===== config.mk =====
export PLATFORM = sky130hd
export DESIGN_NAME = uvs_div_cell
export DESIGN_NICKNAME = d
export VERILOG_FILES = /design/src/rtl/core/assert_macros.svh /design/src/rtl/core/uvs_pkg.sv /design/src/rtl/core/uvs_div_cell.sv
export SDC_FILE = /design/constraint.sdc
export NUM_CORES = 1
export LEC_CHECK = 0
export BUFFER_PORTS_ARGS = -buffer_cell sky130_fd_sc_hd__buf_2
export CELL_PAD_IN_SITES_DETAIL_PLACEMENT = 1
export CELL_PAD_IN_SITES_GLOBAL_PLACEMENT = 1
export CORE_ASPECT_RATIO = 1.5
export CORE_UTILIZATION = 37
export CTS_CLUSTER_DIAMETER = 40
export DETAILED_ROUTE_END_ITERATION = 16
export PLACE_DENSITY = 0.86
export SYNTH_ARGS = -nofsm -noshare
export SYNTH_HDL_FRONTEND = slang
export SYNTH_SLANG_ARGS = --single-unit

===== constraint.sdc =====
create_clock -name clock -period 5.2 [get_ports clock]
set_clock_uncertainty 0.1 [all_clocks]
set_input_delay 0.26 -clock clock [delete_from_list [all_inputs] [get_ports clock]]
set_output_delay 0.26 -clock clock [all_outputs]
set_load 0.01 [all_outputs]

===== src/rtl/core/assert_macros.svh =====
// Assertion macros shared by the RTL
`ifndef ASSERT_MACROS_SVH
`define ASSERT_MACROS_SVH
`ifndef SYNTHESIS
`define ASSERT_IMPLY(label, clk, rst, ante, cons) \
   label: assert property (@(posedge clk) disable iff (rst) (ante) |-> (cons)) \
      else $error("assertion failed");
`define ASSERT_NEXT(label, clk, rst, ante, cons) \
   label: assert property (@(posedge clk) disable iff (rst) (ante) |=> (cons)) \
      else $error("assertion failed");
`else
`define ASSERT_IMPLY(label, clk, rst, ante, cons)
`define ASSERT_NEXT(label, clk, rst, ante, cons)
`endif
`endif


===== src/rtl/core/uvs_pkg.sv =====
// Types, constants and helpers of the UV sphere vertex generator
package uvs_pkg;
   localparam int FRAC_BITS = 25;
   localparam int QUOT_W    = FRAC_BITS + 1;
   localparam int PHASE_W   = 24;
   localparam int SINE_LAT  = 8;
   localparam int TEX_DLY   = SINE_LAT + 1;
   localparam int PIPE_LAT  = FRAC_BITS + SINE_LAT + 2;

   typedef logic [30:0] q30_type;

   typedef struct packed {
      q30_type mag;
      logic    neg;
   } sine_type;

   localparam q30_type Q30_ONE  = 31'h4000_0000;
   localparam q30_type SC11     = 31'd3864;
   localparam q30_type HORNER_COEF [5] = '{31'd172272, 31'd5026995, 31'd85569306,
                                           31'd693598668, 31'd1686629713};

   localparam logic [1:0] REG_RING    = 2'd0;
   localparam logic [1:0] REG_SEGMENT = 2'd1;
   localparam logic [1:0] REG_RADIUS  = 2'd2;
   localparam logic [1:0] REG_SPARE   = 2'd3;

   function automatic logic [15:0] to_q15(input logic neg, input q30_type mag);
      logic [31:0] sum;
      logic [16:0] r;
      sum = {1'b0, mag} + 32'h0000_4000;
      r   = sum[31:15];
      if (neg) begin
         if (r > 17'd32768) r = 17'd32768;
         to_q15 = 16'(17'd0 - r);
      end else begin
         if (r > 17'd32767) r = 17'd32767;
         to_q15 = r[15:0];
      end
   endfunction
endpackage


===== src/rtl/core/uvs_div_cell.sv =====
// One restoring-division cell: produces one quotient bit per stage
module uvs_div_cell #(
   parameter int GRID_BITS = 8
) (
   input  logic                        clock,
   input  logic                        adv,
   input  logic [GRID_BITS-1:0]        divisor,
   input  logic [GRID_BITS-1:0]        rem_in,
   input  logic [uvs_pkg::QUOT_W-1:0]  quot_in,
   output logic [GRID_BITS-1:0]        rem_out,
   output logic [uvs_pkg::QUOT_W-1:0]  quot_out
);
   logic [GRID_BITS:0]          dbl;
   logic                        qbit;
   logic [GRID_BITS:0]          diff;
   logic [GRID_BITS-1:0]        rem_in_w;
   logic [GRID_BITS-1:0]        rem_ff;
   logic [uvs_pkg::QUOT_W-1:0]  quot_ff;

   always_comb begin
      dbl      = {rem_in, 1'b0};
      qbit     = dbl >= {1'b0, divisor};
      diff     = dbl - {1'b0, divisor};
      rem_in_w = qbit ? diff[GRID_BITS-1:0] : dbl[GRID_BITS-1:0];
   end

   always_ff @(posedge clock) begin
      if (adv) begin
         rem_ff  <= rem_in_w;
         quot_ff <= {quot_in[uvs_pkg::QUOT_W-2:0], qbit};
      end
   end

   assign rem_out  = rem_ff;
   assign quot_out = quot_ff;
endmodule


# After elaboration in Yosys (flattened, before gate mapping)
# Index checks and enable logic that the tools add are counted.
[word_totals]
output_inout_bits = 34
word_cells = 6
input_bits = 44
register_bits = 34
[op_classes]
order_cmp = 1
n_mux = 1
addsub = 1
[op_table]
columns = ["operator", "n"]
rows = [
  ["$ge 9x8->1", 1],
  ["$mux 8", 1],
  ["$sub 8x8->8", 1],
]

# Longest topological paths before layout
# Gate-level depths: netlist of run 1.
[depth]
word_depth = 2
ltp_mapped = 9
ltp_nobuf = 8

# Least setup slack after synthesis of run 1
# OpenSTA, ideal clock, no wires.
[synth_path]
path_type = "input to register"
startpoint = "input port divisor[1]"
endpoint = "register rem_ff[2], in the netlist rem_out[2], data pin"
path_buffers = 1
arrival_time_ps = 1892
setup_slack_ps = 2949
cell_stages = 9
required_time_ps = 4840
setup_time_ps = 260
path_cell_list = "inv_1 > ha_1 > ha_1 > a21o_1 > a21o_1 > a211oi_1 > o211a_1 > buf_4 > mux2_2"
[synth_via]
elab_chain_len = 2
word_cells_on_any_way = 3
classes_between = "add/sub: 1; order compare: 1; mux: 1"
[synth_rtl]
columns = ["item", "line_no", "source"]
rows = [
  ["start, declared", "uvs_div_cell.sv:7", "input logic [GRID_BITS-1:0] divisor,"],
  ["$sub 8x8->8 or $ge 9x8->1 (tied branches)", "uvs_div_cell.sv:23, uvs_div_cell.sv:22", ""],
  ["$mux 8 *", "uvs_div_cell.sv:24", "rem_in_w = qbit ? diff[GRID_BITS-1:0] : dbl[GRID_BITS-1:0];"],
  ["net rem_in_w[2]", "uvs_div_cell.sv:16", "logic [GRID_BITS-1:0] rem_in_w;"],
  ["end signal, assigned", "uvs_div_cell.sv:29", "rem_ff <= rem_in_w;"],
  ["end, declared", "uvs_div_cell.sv:17", "logic [GRID_BITS-1:0] rem_ff;"],
]
# Mark *: on every way through the listed nets, which the timed path passes. The rest lies on a longest branch.
# A chain may end at the register's enable or synchronous reset.

# Final worst setup path of run 1
[layout_path]
startpoint = "input port divisor[1]"
endpoint = "register rem_ff[3], in the netlist rem_out[3], data pin"
# Same word-level chain as after synthesis.

==> summary.md, run 1 <==
| Metric | Value |
|---|---|
| Outcome | finished, final reports clean |
| Syn nets | 154 |
| Syn Std Cell Area | 0.00151 mm² |
| Fin. Hold Viols | 0 |
| Clock-pin slew on the worst setup and hold paths | 70 ps |
| Post-synth top area share | 67.5% |
| DRC | 0 |
| Class of the worst hold path | in -> reg |
| N_diodes | 0 |
| Flops & latches, synth | 34 |
| Global-route wire length before repair | 4.97 mm |
| Type of the worst setup path | in -> reg |
| Core footprint | 0.00392 mm² |
| Hold buffers post-CTS | 0 |
| Core Util, Final | 51.4% |
| Max cap viols | 0 |
| Crit end category | register |
| Synth top area cells | edfxtp_1 (67%), ha_1 (6.6%), mux2_2 (3.7%) |
| Largest fanout on the critical path | 8 |
| Final period util | 45.7% |
| Die X | 54.2 µm |
| Post-route cell area | 0.00202 mm² |
| Post-Synthesis Cells | 101 |
| # H-tree levels | 2 |
| Pwr dens | 315 mW/mm² |
| Final instance count without filler cells | 228 |
| Global Route Usage Sum | 16.2% |
| Layout cell share with drive strength beyond 1 | 47.5% |
| 1st-iter DRT viols | 23 |
| Slew HR | 50.1% |
| CTS resizes | 0 |
| GP Congestion | 0.781 |
| Die area | 0.00435 mm² |
| Vias | 1114 |
| Initial antenna violation count | 0 |
| Area delta synth->final | 33.4% |
| Yosys cell types | 29 |
| Setup TNS | 0 ps |
| Register area share after synthesis | 67.5% |
| Post-place instance area | 0.00194 mm² |
| Crit path DAT | 2300 ps |
| Tot Pwr | 0.636 mW |
| Die H | 80.3 µm |
| Pins over their slew limit | 0 |
| WL/cell | 15.1 µm |
| WHS | 55.9 ps |
| F_max | 0.421 GHz |
| Clock sink total | 34 |
| Vias in the first global route | 1157 |
| Root Buffer | clkbuf_8 |
| Worst-Margin Slew | 748 ps |
| Layout net count | 235 |
| HPWL after DPL | 2.82 mm |
| Initial DRT Pass Iterations | 4 |
| Yosys warns | 0 |
| Crit start category | primary input |
| Dpl ws | 2520 ps |
| Buffers on Ports | 76 |
| Initial core utilization | 38.6% |
| Synthesized area per cell | 15.0 µm² |
| Max VDD drop | 0.145 mV |
| Via density per instance | 4.89 |
| Post-synth top area cell | edfxtp_1 |
| Final setup vio count | 0 |
| Leak | 0.921 nW |
| Post-layout worst setup margin | 2820 ps |
| CTS max path bufs | 2 |
| Post-CTS Setup Repair Bufs | 0 |
| Largest net degree at the start of global routing | 35 |
| # placed instances | 220 |
| TritonCTS Buffers | 5 |
| WL final | 3.44 mm |
| DRT antenna net count | 0 |
| WP data required | 5120 ps |
| Final min period | 2380 ps |
| Row cnt | 28 |
| RSZ-0062 raised after global routing | no |
| TritonCTS clock tree | yes |
| # IOs | 78 |
| Overflow after GRT | 0 |
## flip-flops by register name (all words and copies together), names as in the netlist
| name | cells |
|---|---|
| quot_out | 26 |
| rem_out | 8 |
## logic make-up after synthesis
logic type	synth area share, %
flops	67.5
buf+inv	3.80
fa+ha+maj	7.94
simple gates	6.04
xor+xnor	1.74
mux	4.38
compound gates	8.60
## worst max-delay path: stages
cell and delay, ps:
buf_2 100, inv_1 50, ha_1 300, ha_1 210, a21o_1 160, a21o_1 180, a211oi_1 290, o211a_1 380
mux2_2 370
## where the power goes
| part | internal [mW] | switching, mW | leakage (nW) |
|---|---|---|---|
| combinational | 0.0558 | 0.0631 | 0.546 |
| sequential | 0.333 | 0.00583 | 0.333 |
| clock | 0.0919 | 0.0864 | 0.0426 |
## cell usage in the layout, fill, tap and decap left out, types with 2 or more instances in the layout
cell,netlist,layout
a21o_1,3,3
a21oi_1,2,2
buf_2,0,76
clkbuf_8,0,5
edfxtp_1,34,34
ha_1,8,8
inv_1,12,12
mux2_2,5,5
nand2_1,2,2
nor2_1,4,4
nor2b_1,3,3
nor3_1,2,2
o21a_1,2,2
o21ai_0,4,4
o31a_1,2,2
xnor2_1,3,3
## Yosys cell counts
cell and instances:
a211oi_1 1, a21o_1 3, a21oi_1 2, a311o_1 1, a31oi_1 1, and2_1 1
and3_1 1, buf_4 1, clkbuf_2 1, edfxtp_1 34, fa_1 1, ha_1 8
inv_1 12, mux2_2 5, mux2i_1 1, nand2_1 2, nand4_1 1, nor2_1 4
nor2b_1 3, nor3_1 2, nor3b_1 1, nor4_1 1, o2111a_1 1, o211a_1 1
o21a_1 2, o21ai_0 4, o31a_1 2, or4_1 1, xnor2_1 3
## final cells by class
cell class / instances / area, µm²
Multi-Input combinational cell: 53 / 434
Timing Repair Buffer: 76 / 380
Tap cell: 45 / 56.3
Clock inverter: 2 / 8.76
Sequential cell: 34 / 1020
Clock buffer: 6 / 72.6
Inverter: 12 / 45.0
Fill cell: 448 / 1910
## layer usage
layer | global-route usage (%) | up-vias | share of wire, %
met5 | 0 | - | 0
met4 | 5.38 | 0 | 0.81
met3 | 3.79 | 4 | 6.7
met2 | 32.3 | 46 | 58
met1 | 14.7 | 527 | 34
li1 | - | 537 | -
## worst paths after layout
check | from | end | cells past startpoint
min | quot_in[14] | quot_out[15] | 1
max | divisor[1] | rem_out[3] | 9
(Power assumes the default switching activity.)
==> inputs of run 2 (changes only) <==
--- a/config.mk
+++ b/config.mk
@@ -9,10 +9,10 @@
 export CELL_PAD_IN_SITES_DETAIL_PLACEMENT = 1
 export CELL_PAD_IN_SITES_GLOBAL_PLACEMENT = 1
 export CORE_ASPECT_RATIO = 1.5
-export CORE_UTILIZATION = 37
+export CORE_UTILIZATION = 34
 export CTS_CLUSTER_DIAMETER = 40
 export DETAILED_ROUTE_END_ITERATION = 16
-export PLACE_DENSITY = 0.86
+export PLACE_DENSITY = 0.8
 export SYNTH_ARGS = -nofsm -noshare
 export SYNTH_HDL_FRONTEND = slang
 export SYNTH_SLANG_ARGS = --single-unit
==> constraint.sdc (replaced) <==
create_clock -name clock -period 2.2 [get_ports clock]
set_clock_uncertainty 0.1 [all_clocks]
set_input_delay 0.11 -clock clock [delete_from_list [all_inputs] [get_ports clock]]
set_output_delay 0.11 -clock clock [all_outputs]
set_load 0.01 [all_outputs]
==> run 2 against run 1 <==
Final cell count grew 13%. Routed wire length increased by 32%. Global-route usage rose by 4.0 points. Cell area rose by 14%. Largest cell class unchanged. Largest power group unchanged. Highest routed layer unchanged.
==> summary.md, run 2 (synthesized netlist as in run 1, its figures left out) <==
| Metric | Value |
|---|---|
| Worst path cell trace | buf_2, inv_1, ha_1, ha_1, a21o_1, a21o_1, a211oi_1, o211a_1, mux2_2 |
| Slew HR | 48.4% |
| # IOs | 78 |
| Global Route Usage Sum | 20.3% |
| Combinational cell fraction of total power | 21.5% |
| Worst-Margin Slew | 774 ps |
| Pins over their slew limit | 0 |
| Fin. Hold Viols | 0 |
| # H-tree levels | 2 |
| Vias in the first global route | 1369 |
| Clock sink total | 34 |
| Final setup vio count | 0 |
| WP data required | 2130 ps |
| Core footprint | 0.00425 mm² |
| DRT antenna net count | 0 |
| GP Congestion | 0.733 |
| WL/cell | 17.7 µm |
| Net Sw Power | 0.401 mW |
| Root Buffer | clkbuf_8 |
| TritonCTS Buffers | 5 |
| HPWL after DPL | 2.84 mm |
| Final instance count without filler cells | 257 |
| Area delta synth->final | 51.9% |
| 1st-iter DRT viols | 17 |
| Seq pwr share | 51.6% |
| Initial antenna violation count | 0 |
| Crit path DAT | 2010 ps |
| Setup TNS | 0 ps |
| Layout cell share with drive strength beyond 1 | 43.1% |
| Most frequent cells in the layout | buf_2 (76), edfxtp_1 (34), dlygate4sd3_1 (25) |
| Initial DRT Pass Iterations | 4 |
| Global-route wire length before repair | 7.19 mm |
| Layout net count | 265 |
| Leak | 1.05 nW |
| Worst Setup SP | divisor[1] |
| Crit start category | primary input |
| Die H | 83.7 µm |
| Clock-pin slew on the worst setup and hold paths | 60 ps |
| Outcome | finished, final reports clean |
| CTS max path bufs | 2 |
| Max reg flops | 26 |
| Clock power frac | 26.9% |
| Die area | 0.00473 mm² |
| Vias | 1261 |
| TritonCTS clock tree | yes |
| WL final | 4.55 mm |
| Switching Fraction | 25.7% |
| Type of the worst setup path | in -> reg |
| Buffers on Ports | 76 |
| Initial core utilization | 35.6% |
| Slowest library cell on the worst path | mux2_2 |
| N_diodes | 0 |
| Largest net degree at the start of global routing | 35 |
| P_int | 1.16 mW |
| Max cap viols | 0 |
| Class of the worst hold path | in -> reg |
| Max VDD drop | 0.658 mV |
| Hold_sp | rem_in[2] |
| Final period util | 94.7% |
| Commonest non-fill, non-tap cell in the layout | buf_2 |
| F_max | 0.480 GHz |
| Largest fanout on the critical path | 7 |
| Crit end category | register |
| Row cnt | 29 |
| Die X | 56.5 µm |
| Final min period | 2080 ps |
| Post-CTS Setup Repair Bufs | 0 |
| Worst path max stage delay | 380 ps |
| RSZ-0062 raised after global routing | no |
| Via density per instance | 4.91 |
| # placed instances | 226 |
| Pwr dens | 681 mW/mm² |
| Core Util, Final | 54.1% |
| DRC | 0 |
| Overflow after GRT | 0 |
## run 2: cell count changes in the layout (fill, tap and decap cells not counted)
cell and delta:
dlygate4sd3_1 +25, buf_4 +5, clkbuf_1 -1, clkinv_2 -1
## run 2: through the flow
step                setup slack, ps  instance area [µm²]  power [mW]  hold WS [ps]
floorplan                      98.5                 1510       0.964           109
global placement               -106                 1980        1.09           187
detailed placement             -172                 1980        1.11           189
CTS                             126                 2300        1.55          59.5
global route                   13.7                 2300        1.64          72.7
finish                          116                 2300        1.56          67.6
## run 2: layout make-up
type | instances | area (µm²)
flip-flops and latches | 34 | 1020
clock buffers | 5 | 68.8
clock inverters | 1 | 3.75
well taps | 46 | 57.6
multi-input cells | 53 | 434
repair buffers | 106 | 668
fillers | 451 | 1950
inverters | 12 | 45.0
## run 2: timing repair
action                    4_1_cts  5_1_grt
gates resized for setup         0        0
hold endpoints to repair       25        0
hold buffers                   25        0
## run 2: power by group through the flow
stage | Combinational [mW] | Clock, mW | Sequential, mW
finish | 0.337 | 0.420 | 0.807
global route | 0.368 | 0.456 | 0.811
CTS | 0.329 | 0.416 | 0.804
detailed placement | 0.292 | 0 | 0.818
global placement | 0.280 | 0 | 0.813
floorplan | 0.114 | 0 | 0.850
## run 2: metal layers
metal	GRT usage, %	wire length, µm	vias to the layer above
met2	37.4	2420	64
met1	23.8	1840	603
met3	3.10	247	2
met4	5.32	37	0
li1	-	-	592
met5	0	0	-
## run 2: worst max-delay path, delay by kind of cell
kind                       cells  cell delay (ps)
AOI/OAI and AO/OA              4              890
muxes                          1              380
adders and majority gates      2              500
buffers and inverters          2              130
## run 2: final timing paths
path | slack (ps) | cells past startpoint | end
setup / recovery | 120 | 9 | rem_out[5]
hold / removal | 70 | 2 | rem_out[3]
